$ cat src/dq_pkg.sv
`timescale 1ns / 1ps

package dq_pkg;

	// Ring size and derived widths
	localparam int unsigned DEPTH  = 32;
	localparam int unsigned AW     = $clog2(DEPTH);
	localparam int unsigned CW     = $clog2(DEPTH + 1);
	localparam int unsigned DW     = 32;
	localparam int unsigned POS_W  = 5;
	localparam int unsigned CMD_W  = 3;
	localparam int unsigned STAT_W = 2;

	typedef logic [AW-1:0]     slot_t;
	typedef logic [CW-1:0]     count_t;
	typedef logic [DW-1:0]     word_t;
	typedef logic [POS_W-1:0]  pos_t;

	// Command codes
	typedef enum logic [CMD_W-1:0] {
		CMD_PUSH_FRONT = 3'd0,
		CMD_PUSH_BACK  = 3'd1,
		CMD_POP_FRONT  = 3'd2,
		CMD_POP_BACK   = 3'd3,
		CMD_DUMP_FWD   = 3'd4,
		CMD_DUMP_REV   = 3'd5
	} cmd_t;

	// Result status codes
	typedef enum logic [STAT_W-1:0] {
		STAT_OK    = 2'd0,
		STAT_EMPTY = 2'd1,
		STAT_FULL  = 2'd2
	} status_t;

	// Write port of the entry store
	typedef struct packed {
		logic  en;
		slot_t addr;
		word_t data;
	} wr_req_t;

	// Read port of the entry store
	typedef struct packed {
		logic  en;
		slot_t addr;
	} rd_req_t;

	// (slot + offset) mod DEPTH, offset at most DEPTH
	function automatic slot_t slot_add(slot_t slot, count_t offset);
		logic [CW:0] sum;
		begin
			sum = {{(CW + 1 - AW){1'b0}}, slot} + {1'b0, offset};
			if (sum >= (CW + 1)'(DEPTH)) begin
				sum = sum - (CW + 1)'(DEPTH);
			end
			return sum[AW-1:0];
		end
	endfunction

	// One slot toward the back (fwd) or toward the front (rev), wrapping
	function automatic slot_t slot_step(slot_t slot, logic rev);
		begin
			if (rev) begin
				return (slot == '0) ? slot_t'(DEPTH - 1) : slot - slot_t'(1);
			end
			return (slot == slot_t'(DEPTH - 1)) ? '0 : slot + slot_t'(1);
		end
	endfunction

endpackage

$ cat src/dq_ram.sv
`timescale 1ns / 1ps

module dq_ram (
	input  logic            clk,
	input  dq_pkg::wr_req_t wr,
	input  dq_pkg::rd_req_t rd,
	output dq_pkg::word_t   rdata
);

	dq_pkg::word_t mem_q [dq_pkg::DEPTH];
	dq_pkg::word_t rdata_q;

	// Write port
	always_ff @(posedge clk) begin
		if (wr.en) begin
			mem_q[wr.addr] <= wr.data;
		end
	end

	// Registered read port; output holds until the next read
	always_ff @(posedge clk) begin
		if (rd.en) begin
			rdata_q <= mem_q[rd.addr];
		end
	end

	assign rdata = rdata_q;

endmodule

$ cat src/double_ended_queue.sv
`timescale 1ns / 1ps

// Bounded double-ended queue of signed 32-bit words kept in a ring buffer.
// Input channel (in_valid/in_ready): cmd and value. Commands push at the
// front or back, pop from the front or back, or dump every entry front to
// back or back to front. Output channel (out_valid/out_ready): data,
// position, status and last; last marks the final word of each command.
// A push, or any command that hits a full or empty queue, gives one word
// in the cycle after acceptance. A pop reads the entry RAM (registered
// read) at acceptance; its word passes through the read-in-flight
// register to the output register. A dump of N entries streams one word
// per cycle from the RAM read port while the receiver does not stall,
// by the same path. Codes 6 and 7 are taken and dropped.
// A new command is taken only once the previous one has issued all its
// reads and its read data has moved to the output register.
// When the receiver stalls, the output register holds its word and the
// read stream pauses with the pending RAM data held in place.
// Reset empties the queue and clears the front pointer; the entry RAM is
// not cleared, as only occupied slots are ever read.
module double_ended_queue (
	input  logic                          clk,
	input  logic                          arst_n,
	input  logic                          in_valid,
	output logic                          in_ready,
	input  logic [dq_pkg::CMD_W-1:0]      cmd,
	input  logic signed [dq_pkg::DW-1:0]  value,
	output logic                          out_valid,
	input  logic                          out_ready,
	output logic signed [dq_pkg::DW-1:0]  data,
	output logic [dq_pkg::POS_W-1:0]      position,
	output logic [dq_pkg::STAT_W-1:0]     status,
	output logic                          last
);

	typedef enum logic {
		ST_IDLE,
		ST_STREAM
	} state_t;

	state_t          state_q;
	dq_pkg::slot_t   front_q;
	dq_pkg::count_t  occ_q;

	// Read stream bookkeeping
	dq_pkg::slot_t   cur_q;
	dq_pkg::count_t  rem_q;
	dq_pkg::pos_t    pos_q;
	logic            rev_q;

	// Read in flight: RAM data valid next cycle
	logic            pend_s1;
	logic            pend_last_s1;
	dq_pkg::pos_t    pend_pos_s1;

	// Output register
	logic            out_valid_q;
	dq_pkg::word_t   data_q;
	dq_pkg::pos_t    position_q;
	dq_pkg::status_t status_q;
	logic            last_q;

	dq_pkg::wr_req_t wr;
	dq_pkg::rd_req_t rd;
	dq_pkg::word_t   rdata;

	logic            out_free;
	logic            in_acc;
	logic            is_full;
	logic            is_empty;
	dq_pkg::slot_t   back_slot;
	dq_pkg::slot_t   tail_slot;
	dq_pkg::slot_t   front_dec;

	logic            start_rd;
	dq_pkg::slot_t   start_slot;
	dq_pkg::count_t  start_cnt;
	logic            start_rev;
	logic            imm_load;
	dq_pkg::status_t imm_status;
	dq_pkg::slot_t   front_d;
	dq_pkg::count_t  occ_d;
	logic            st_rd;
	logic            rd_last;
	dq_pkg::pos_t    rd_pos;

	dq_ram u_ram (
		.clk   (clk),
		.wr    (wr),
		.rd    (rd),
		.rdata (rdata)
	);

	// Handshake
	assign out_free = !out_valid_q || out_ready;
	assign in_ready = (state_q == ST_IDLE) && !pend_s1 && out_free;
	assign in_acc   = in_valid && in_ready;

	// Ring positions
	assign is_full   = (occ_q == dq_pkg::count_t'(dq_pkg::DEPTH));
	assign is_empty  = (occ_q == '0);
	assign back_slot = dq_pkg::slot_add(front_q, occ_q - dq_pkg::count_t'(1));
	assign tail_slot = dq_pkg::slot_add(front_q, occ_q);
	assign front_dec = dq_pkg::slot_step(front_q, 1'b1);

	// Command decode at acceptance
	always_comb begin
		wr         = '{en: 1'b0, addr: tail_slot, data: dq_pkg::word_t'(value)};
		start_rd   = 1'b0;
		start_slot = front_q;
		start_cnt  = dq_pkg::count_t'(1);
		start_rev  = 1'b0;
		imm_load   = 1'b0;
		imm_status = dq_pkg::STAT_OK;
		front_d    = front_q;
		occ_d      = occ_q;
		if (in_acc) begin
			unique case (cmd)
				dq_pkg::CMD_PUSH_FRONT: begin
					imm_load = 1'b1;
					if (is_full) begin
						imm_status = dq_pkg::STAT_FULL;
					end else begin
						wr.en   = 1'b1;
						wr.addr = front_dec;
						front_d = front_dec;
						occ_d   = occ_q + dq_pkg::count_t'(1);
					end
				end
				dq_pkg::CMD_PUSH_BACK: begin
					imm_load = 1'b1;
					if (is_full) begin
						imm_status = dq_pkg::STAT_FULL;
					end else begin
						wr.en = 1'b1;
						occ_d = occ_q + dq_pkg::count_t'(1);
					end
				end
				dq_pkg::CMD_POP_FRONT: begin
					if (is_empty) begin
						imm_load   = 1'b1;
						imm_status = dq_pkg::STAT_EMPTY;
					end else begin
						start_rd = 1'b1;
						front_d  = dq_pkg::slot_step(front_q, 1'b0);
						occ_d    = occ_q - dq_pkg::count_t'(1);
					end
				end
				dq_pkg::CMD_POP_BACK: begin
					if (is_empty) begin
						imm_load   = 1'b1;
						imm_status = dq_pkg::STAT_EMPTY;
					end else begin
						start_rd   = 1'b1;
						start_slot = back_slot;
						occ_d      = occ_q - dq_pkg::count_t'(1);
					end
				end
				dq_pkg::CMD_DUMP_FWD: begin
					if (is_empty) begin
						imm_load   = 1'b1;
						imm_status = dq_pkg::STAT_EMPTY;
					end else begin
						start_rd  = 1'b1;
						start_cnt = occ_q;
					end
				end
				dq_pkg::CMD_DUMP_REV: begin
					if (is_empty) begin
						imm_load   = 1'b1;
						imm_status = dq_pkg::STAT_EMPTY;
					end else begin
						start_rd   = 1'b1;
						start_slot = back_slot;
						start_cnt  = occ_q;
						start_rev  = 1'b1;
					end
				end
				default: begin
				end
			endcase
		end
	end

	// RAM read issue: first read at acceptance, the rest from the stream state
	assign st_rd   = (state_q == ST_STREAM) && (!pend_s1 || out_free);
	assign rd.en   = start_rd || st_rd;
	assign rd.addr = st_rd ? cur_q : start_slot;
	assign rd_last = st_rd ? (rem_q == dq_pkg::count_t'(1))
		: (start_cnt == dq_pkg::count_t'(1));
	assign rd_pos  = st_rd ? pos_q : '0;

	// State, stream control and output register
	always_ff @(posedge clk or negedge arst_n) begin
		if (!arst_n) begin
			state_q      <= ST_IDLE;
			front_q      <= '0;
			occ_q        <= '0;
			cur_q        <= '0;
			rem_q        <= '0;
			pos_q        <= '0;
			rev_q        <= 1'b0;
			pend_s1      <= 1'b0;
			pend_last_s1 <= 1'b0;
			pend_pos_s1  <= '0;
			out_valid_q  <= 1'b0;
		end else begin
			front_q <= front_d;
			occ_q   <= occ_d;

			unique case (state_q)
				ST_IDLE: begin
					if (start_rd && (start_cnt != dq_pkg::count_t'(1))) begin
						state_q <= ST_STREAM;
						cur_q   <= dq_pkg::slot_step(start_slot, start_rev);
						rem_q   <= start_cnt - dq_pkg::count_t'(1);
						pos_q   <= dq_pkg::pos_t'(1);
						rev_q   <= start_rev;
					end
				end
				ST_STREAM: begin
					if (st_rd) begin
						cur_q <= dq_pkg::slot_step(cur_q, rev_q);
						rem_q <= rem_q - dq_pkg::count_t'(1);
						pos_q <= pos_q + dq_pkg::pos_t'(1);
						if (rem_q == dq_pkg::count_t'(1)) begin
							state_q <= ST_IDLE;
						end
					end
				end
				default: state_q <= ST_IDLE;
			endcase

			// Read in flight
			if (rd.en) begin
				pend_s1      <= 1'b1;
				pend_last_s1 <= rd_last;
				pend_pos_s1  <= rd_pos;
			end else if (pend_s1 && out_free) begin
				pend_s1 <= 1'b0;
			end

			// Output word
			if (pend_s1 && out_free) begin
				out_valid_q <= 1'b1;
				data_q      <= rdata;
				position_q  <= pend_pos_s1;
				status_q    <= dq_pkg::STAT_OK;
				last_q      <= pend_last_s1;
			end else if (imm_load) begin
				out_valid_q <= 1'b1;
				data_q      <= '0;
				position_q  <= '0;
				status_q    <= imm_status;
				last_q      <= 1'b1;
			end else if (out_ready) begin
				out_valid_q <= 1'b0;
			end
		end
	end

	assign out_valid = out_valid_q;
	assign data      = data_q;
	assign position  = position_q;
	assign status    = status_q;
	assign last      = last_q;

`ifndef ASSERT_OFF
	// Occupancy never exceeds the ring size
	a_occ_bound: assert property (@(posedge clk) disable iff (!arst_n)
		occ_q <= dq_pkg::count_t'(dq_pkg::DEPTH))
		else $error("occupancy above ring size");

	// Every issued read leaves a word pending in the next cycle
	a_read_pending: assert property (@(posedge clk) disable iff (!arst_n)
		rd.en |=> pend_s1)
		else $error("issued read not pending");

	// Stream state always has reads left to issue
	a_stream_rem: assert property (@(posedge clk) disable iff (!arst_n)
		(state_q == ST_STREAM) |-> (rem_q != '0))
		else $error("stream state with no reads left");

	// Pending read data waits while the output register is stalled
	a_pend_hold: assert property (@(posedge clk) disable iff (!arst_n)
		(pend_s1 && !out_free) |=> (pend_s1 && $stable(pend_pos_s1)))
		else $error("pending read lost under stall");
`endif

endmodule
$ cat config.mk
export PLATFORM = sky130hd
export DESIGN_NAME = double_ended_queue
export DESIGN_NICKNAME = d
export VERILOG_FILES = /design/src/dq_pkg.sv /design/src/dq_ram.sv /design/src/double_ended_queue.sv
export SDC_FILE = /design/constraint.sdc
export NUM_CORES = 1
export LEC_CHECK = 0
export BUFFER_PORTS_ARGS = -buffer_cell sky130_fd_sc_hd__clkbuf_2
export CAP_MARGIN = 30
export CORE_MARGIN = 4
export CORE_UTILIZATION = 54
export DETAILED_ROUTE_END_ITERATION = 8
export GPL_ROUTABILITY_DRIVEN = 0
export PLACE_DENSITY = 0.71
export SLEW_MARGIN = 20
export SYNTH_ARGS = -nofsm -noshare
export SYNTH_HDL_FRONTEND = slang
export SYNTH_SLANG_ARGS = --single-unit
$ cat constraint.sdc
create_clock -name clk -period 8.25 [get_ports clk]
set_input_delay 0.825 -clock clk [delete_from_list [all_inputs] [get_ports clk]]
set_output_delay 0.825 -clock clk [all_outputs]
set_load 0.005 [all_outputs]
======== Word level (Yosys, flattened, before mapping) ========
Memory sizes are Yosys's and may differ from the RTL's. A register that Yosys moved wholly into a read port is not among the register bits.
Index checks and enable logic that the tools add are counted.
operators by class
  bitwise logic cells ..................... 1
  order comparisons ....................... 2
  muxes and demuxes ....................... 77
  reductions and logical operators ........ 31
  add/subtract/negate cells ............... 15
  equal/unequal tests ..................... 18
operator list
  cell                   number
  $mux W5                26
  $mux W32               2
  $mux W6                9
  $pmux W5 S2            3
  $mux W1                28
  $sub A5 B1 Y5 const B  5
  $pmux W6 S2            2
  $add A5 B1 Y5 const B  4
  $sub A6 B1 Y6 const B  3
  $eq A5 B5 Y1 const B   3
  $logic_not A5 Y1       3
  $add A5 B6 Y7          2
  $ge A7 B6 Y1 const B   2
  $eq A6 B1 Y1 const B   2
  $ne A2 B2 Y1 const B   4
  $reduce_and A4 Y1      2
  $reduce_bool A2 Y1     4
  $reduce_or A2 Y1       4
  $add A6 B1 Y6 const B  1
  $eq A3 B2 Y1 const B   2
  $eq A3 B3 Y1 const B   2
  $eq A6 B6 Y1 const B   1
  $logic_and A1 B1 Y1    6
  $logic_not A6 Y1       1
  13 further kinds       23
word-level totals
  register bits ........................... 77
  memory bits (writable) .................. 1,024
  output and inout bits ................... 42
  logic and storage cells ................. 160
  memories ................................ 1
  input port bits ......................... 39
memory list
  name         depth  width  rd ports  clocked after Yosys merged registers in  write ports  RTL line      RTL
  u_ram.mem_q  32     32     1         1                                        1            dq_ram.sv:10  dq_pkg::word_t mem_q [dq_pkg::DEPTH];

======== Logic depth before layout (Yosys ltp) ========
  depth after elaboration ................. 13
  depth in mapped cells ................... 15
  gate-level depth less buffers ........... 15

======== Modules after synthesis ========
Synthesis repeated with hierarchy kept, for this count alone.
second synthesis, totals
  cell total of the unflattened synthesis .. 2,745
  area total of the unflattened synthesis .. 45,683.8 um^2
by module, submodules not included
  module              sequential area each (um^2)  cells each  area an instance (um^2)  instances
  dq_ram              31,710.4                     2,260       40,812.9                 1
  double_ended_queue  2,127.0                      485         4,870.9                  1

======== Worst setup path after synthesis ========
Ideal clock, no wire load.
  path type ............................... in2reg
  from .................................... input out_ready
  to ...................................... memory u_ram.mem_q[24][0] (netlist bit) (enable)
  required time ........................... 7,829 ps
  stages .................................. 9
  arrival time ............................ 4,112 ps
  buffers on the path ..................... 1
  setup time .............................. 421 ps
  slack ................................... 3,717 ps
  path through ............................ nor2b_1 -> clkbuf_1 -> nor4_1 -> nand3_1 -> nor2_1 -> mux2i_1 -> xnor2_1 -> nand2_1 -> nor2_1
between the ends
  word-level cells in the longest chain between the ends .. 6
RTL lines
  item                           RTL line                   RTL
  start: declaration             double_ended_queue.sv:28   input logic out_ready,
  $logic_or A1 B1 Y1 (*)         double_ended_queue.sv:94   assign out_free = !out_valid_q || out_ready;
  $logic_and A1 B1 Y1 (*)        double_ended_queue.sv:95   assign in_ready = (state_q == ST_IDLE) && !pend_s1 && out_free;
  $logic_and A1 B1 Y1 (*)        double_ended_queue.sv:96   assign in_acc = in_valid && in_ready;
  $mux W6 (*)                    double_ended_queue.sv:116  if (in_acc) begin
  $mux W1                        dq_ram.sv:15               if (wr.en) begin
  $mux W1 (not written as such)  dq_ram.sv:16               mem_q[wr.addr] <= wr.data;
  end: declaration               dq_ram.sv:10
Every way passes the cells marked *; elsewhere a longest branch is shown, timed or not.

======== Worst setup path in the final report ========
  from .................................... register occ_q[1]
  to ...................................... register u_ram.rdata_q[5], in the netlist u_ram.rdata[5] (read register of u_ram.mem_q) (data pin)
between the ends
  word-level cells in the longest chain between the ends .. 8
  elaborated cells on any way between the ends .. 14
  classes of those cells .................. add/sub: 3; order compare: 1; mux: 8; reduce/logical: 2
RTL lines
  item                                           RTL line                                              RTL
  start: declaration                             double_ended_queue.sv:42                              dq_pkg::count_t occ_q;
  start signal: assignment                       double_ended_queue.sv:197                             occ_q <= '0;
  start signal: assignment                       double_ended_queue.sv:208                             occ_q <= occ_d;
  $sub A6 B1 Y6                                  double_ended_queue.sv:101                             assign back_slot = dq_pkg::slot_add(front_q, occ_q - dq_pkg::count_t'(1));
  $add A5 B6 Y7                                  dq_pkg.sv:53                                          sum = {{(CW + 1 - AW){1'b0}}, slot} + {1'b0, offset};
  $ge A7 B6 Y1 or $sub A5 B1 Y5 (tied branches)  dq_pkg.sv:54, dq_pkg.sv:55
  $mux W5                                        dq_pkg.sv:54                                          if (sum >= (CW + 1)'(DEPTH)) begin
  $mux W5                                        double_ended_queue.sv:149, double_ended_queue.sv:168
  $mux W5                                        n/a
  $mux W5                                        double_ended_queue.sv:116
  $mux W5                                        double_ended_queue.sv:187                             assign rd.addr = st_rd ? cur_q : start_slot;
  end: declaration                               dq_ram.sv:11                                          dq_pkg::word_t rdata_q;
Several ways; a longest one is shown, not always the timed one.
A chain may end at the register's enable or synchronous reset.

==> results.yml <==
power_and_ir_drop:
  p_leak_nw: 17.24
  peakVddDrop_v: 0.0004090
  p_per_area_nw_per_um2: 391.4
sta:
  fin_crit_ps: 5278
  tns_ps: 0
  period_share_pct: 63.98
  setup_viol: 0
  drv_slew: 0
  setup_slack_ps: 2972
  worst_slew_pin_slew_ps: 1027
  hold_viol_final: 0
  rsz0062_at_grt: "no"
  clock.fmax_mhz: 189.5
  clock_skew_ps: 48.63
  maxSlewHeadroom_pct: 31.54
  whs_ps: 202.9
yosys:
  synth_cells: 3145
  synth.area.mux_share_pct: 2.950
  async_flop_share_pct: 3.266
  synth_ff_type: "edfxtp_1"
  synth_top_family_by_area: "compound AO/OA/AOI/OAI gates"
  synth_simple_gate_area_share_pct: 6.324
  synth_compound_gate_area_share_pct: 13.73
  syn_nets: 3212
  synth_xor_xnor_area_share_pct: 0.5867
  ys_seq_area_share_pct: 73.12
  synth_edf_count: 1096
  avgSynthCellArea_um2: 14.71
  synth.distinct_cells: 67
  ys_seq_elements: 1133
  synth_fa_ha_area_share_pct: 0.8111
  syn_area_um2: 46280
  yosysWarningCount: 0
clock_network:
  post_cts.repair.setup_buffers: 0
  cts-resized-gates: 0
  clk_path_buf_depth: 3
  clock_latency_ps: 700
  cts_hold_buffers: 0
  cts.sinks: 1133
  cts_tree: "yes"
  cts_root_buf: "clkbuf_16"
  clk_pin_slew_ps: 60
  htreeDepth: 3
  cts_buffers: 112
critical_path:
  r2r_cells: 12
  worstReg2RegEnd: "u_ram.rdata[5]"
  rrSetupSlack_ps: 2970
  end_kind: "flop"
  rr_startpoint: "occ_q[1]"
  endpoint: "u_ram.rdata[5]"
  cp_max_fo: 89
  cp-startpoint: "occ_q[1]"
  start_kind: "flop"
  worstSetupPathType: "reg2reg"
  worstPathRequired_ps: 8600
  crit_arrival_ps: 5630
floorplan:
  die-area_um2: 90440
  rows: 107
  die_h_um: 300.7
  coreArea_um2: 85150
  die_w_um: 300.7
  start_util_pct: 54.35
  io_pins: 81
layout:
  mostFrequentLayoutCells: "1096 x edfxtp_1, 432 x nand2_1, 257 x a22oi_1"
  layout_commonest_cell: "edfxtp_1"
  post_route_cells_drive_above_1_share_pct: 11.87
  area_growth_pct: 12.47
  postLayoutCoreUtil_pct: 61.12
  nNetsFinal: 3242
routing:
  vias_per_cell: 6.756
  drt_first_pass_iters: 6
  vias: 29830
  ant_nets: 0
  wire_per_inst_um: 28.16
  drc: 0
  routed_wirelength_um: 124300
  drtIter0Drc: 4284
global_route:
  gr-total-overflow: 0
  grt_first_pass_wirelength_um: 183300
  antenna_found_initial: 4
  grt_pass1_vias: 29230
  track_usage_pct: 26.98
  grt_max_degree: 167
placed_design:
  port_buffers: 80
  place_ws_ps: 3111
  hpwl_um: 67130
job:
  drv_cap: 0
status:
  run_status: "complete, no violations"
min_path:
  hold_class: "in2async"
[cell usage after synthesis, drive strengths merged (3+ instances only)]
cell type | number | area share [%]
edfxtp | 1096 | 71
nand2 | 435 | 3.5
a22oi | 257 | 4.2
a21oi | 159 | 1.7
clkbuf | 139 | 1.1
mux2i | 133 | 2.9
a221oi | 130 | 2.5
o22ai | 128 | 1.7
a32oi | 127 | 2.4
buf | 98 | 1.1
nor2 | 78 | 0.64
and3 | 43 | 0.58
dfrtp | 37 | 2.0
nor4 | 36 | 0.51
o21ai | 28 | 0.33
ha | 26 | 0.70
inv | 24 | 0.19
nand3 | 21 | 0.23
nor3 | 19 | 0.22
xnor2 | 18 | 0.34
xor2 | 13 | 0.25
a31oi | 8 | 0.11
a211oi | 7 | 0.11
a22o | 7 | 0.13
nand2b | 7 | 0.095
nor3b | 7 | 0.12
nand4 | 5 | 0.068
nor2b | 5 | 0.068
o211ai | 5 | 0.081
a21o | 4 | 0.065
nand3b | 4 | 0.065
o21a | 4 | 0.065
or2 | 4 | 0.054
mux2 | 3 | 0.073
o31ai | 3 | 0.049
or3 | 3 | 0.041
[worst max-delay path, cell delays in order (launching register included)]
cell     delay [ps]
dfrtp_1         530
inv_1           150
ha_1            360
fa_1            510
nand2_1          60
nor2_1          150
nand3_1         320
a31oi_4         490
buf_4           780
a21oi_1         180
a32oi_1         310
o22ai_1         210
nor4_1          800
[cell type report]
type / count / area [µm²]
repair buffers: 153 / 1271
well taps: 1144 / 1431
flip-flops and latches: 1133 / 33840
fillers: 6148 / 33100
clock buffers: 129 / 2867
diodes: 1 / 2.502
multi-input cells: 1751 / 11640
inverters: 24 / 92.59
clock inverters: 80 / 903.4
[cells by family after synthesis]
kind of cell,after synthesis
XOR/XNOR,31
multiplexers,136
AO/OA/AOI/OAI,882
AND/OR/NAND/NOR,673
adder cells (fa/ha/maj),29
flip-flops,1133
buffers and inverters,261
[power breakdown]
part | internal (mW) | total [mW] | leakage (nW) | switching [mW]
combinational | 2.80 | 8.15 | 5.07 | 5.35
sequential | 6.75 | 7.04 | 10.3 | 0.288
clock | 3.00 | 5.18 | 1.83 | 2.18
[state kept, by name, indices dropped and copies added, names as in the netlist, 5 cells and up]
name and cells:
rem_q 6, u_ram.mem_q 1024, front_q 5, data 32, cur_q 5, u_ram.rdata 32, pos_q 5, pend_pos_s1 5
occ_q 6, position 5
[worst min path at each step]
stage	cells past startpoint	start	to	slack (ps)
global route	2	arst_n	rem_q[2]	230
global placement	1	pend_pos_s1[0]	pend_pos_s1[0]	480
detailed placement	1	pend_pos_s1[0]	pend_pos_s1[0]	480
floorplan	1	pend_pos_s1[0]	pend_pos_s1[0]	460
CTS	2	arst_n	occ_q[1]	180
finish	2	arst_n	occ_q[1]	200
[layer usage]
| metal | global-route usage, % | vias up | wire, µm |
|---|---|---|---|
| li1 | - | 12700 | - |
| met1 | 37.49 | 14970 | 48060 |
| met2 | 42.38 | 1897 | 58120 |
| met3 | 6.042 | 261 | 13950 |
| met4 | 9.702 | 4 | 4178 |
| met5 | 0 | - | 27 |
[stage by stage]
| step | cells | area [µm²] | power (mW) |
|---|---|---|---|
| 2_1_floorplan | 3145 | 46280 | 12.61 |
| 4_1_cts | 4409 | 51920 | 20.25 |
| 5_1_grt | 4414 | 52040 | 21.29 |
| 3_3_place_gp | 4189 | 47880 | 14.73 |
| 6_report | 4415 | 52040 | 20.37 |
| 3_5_place_dp | 4200 | 48150 | 15.08 |
Power figures use the tool's default switching activity.
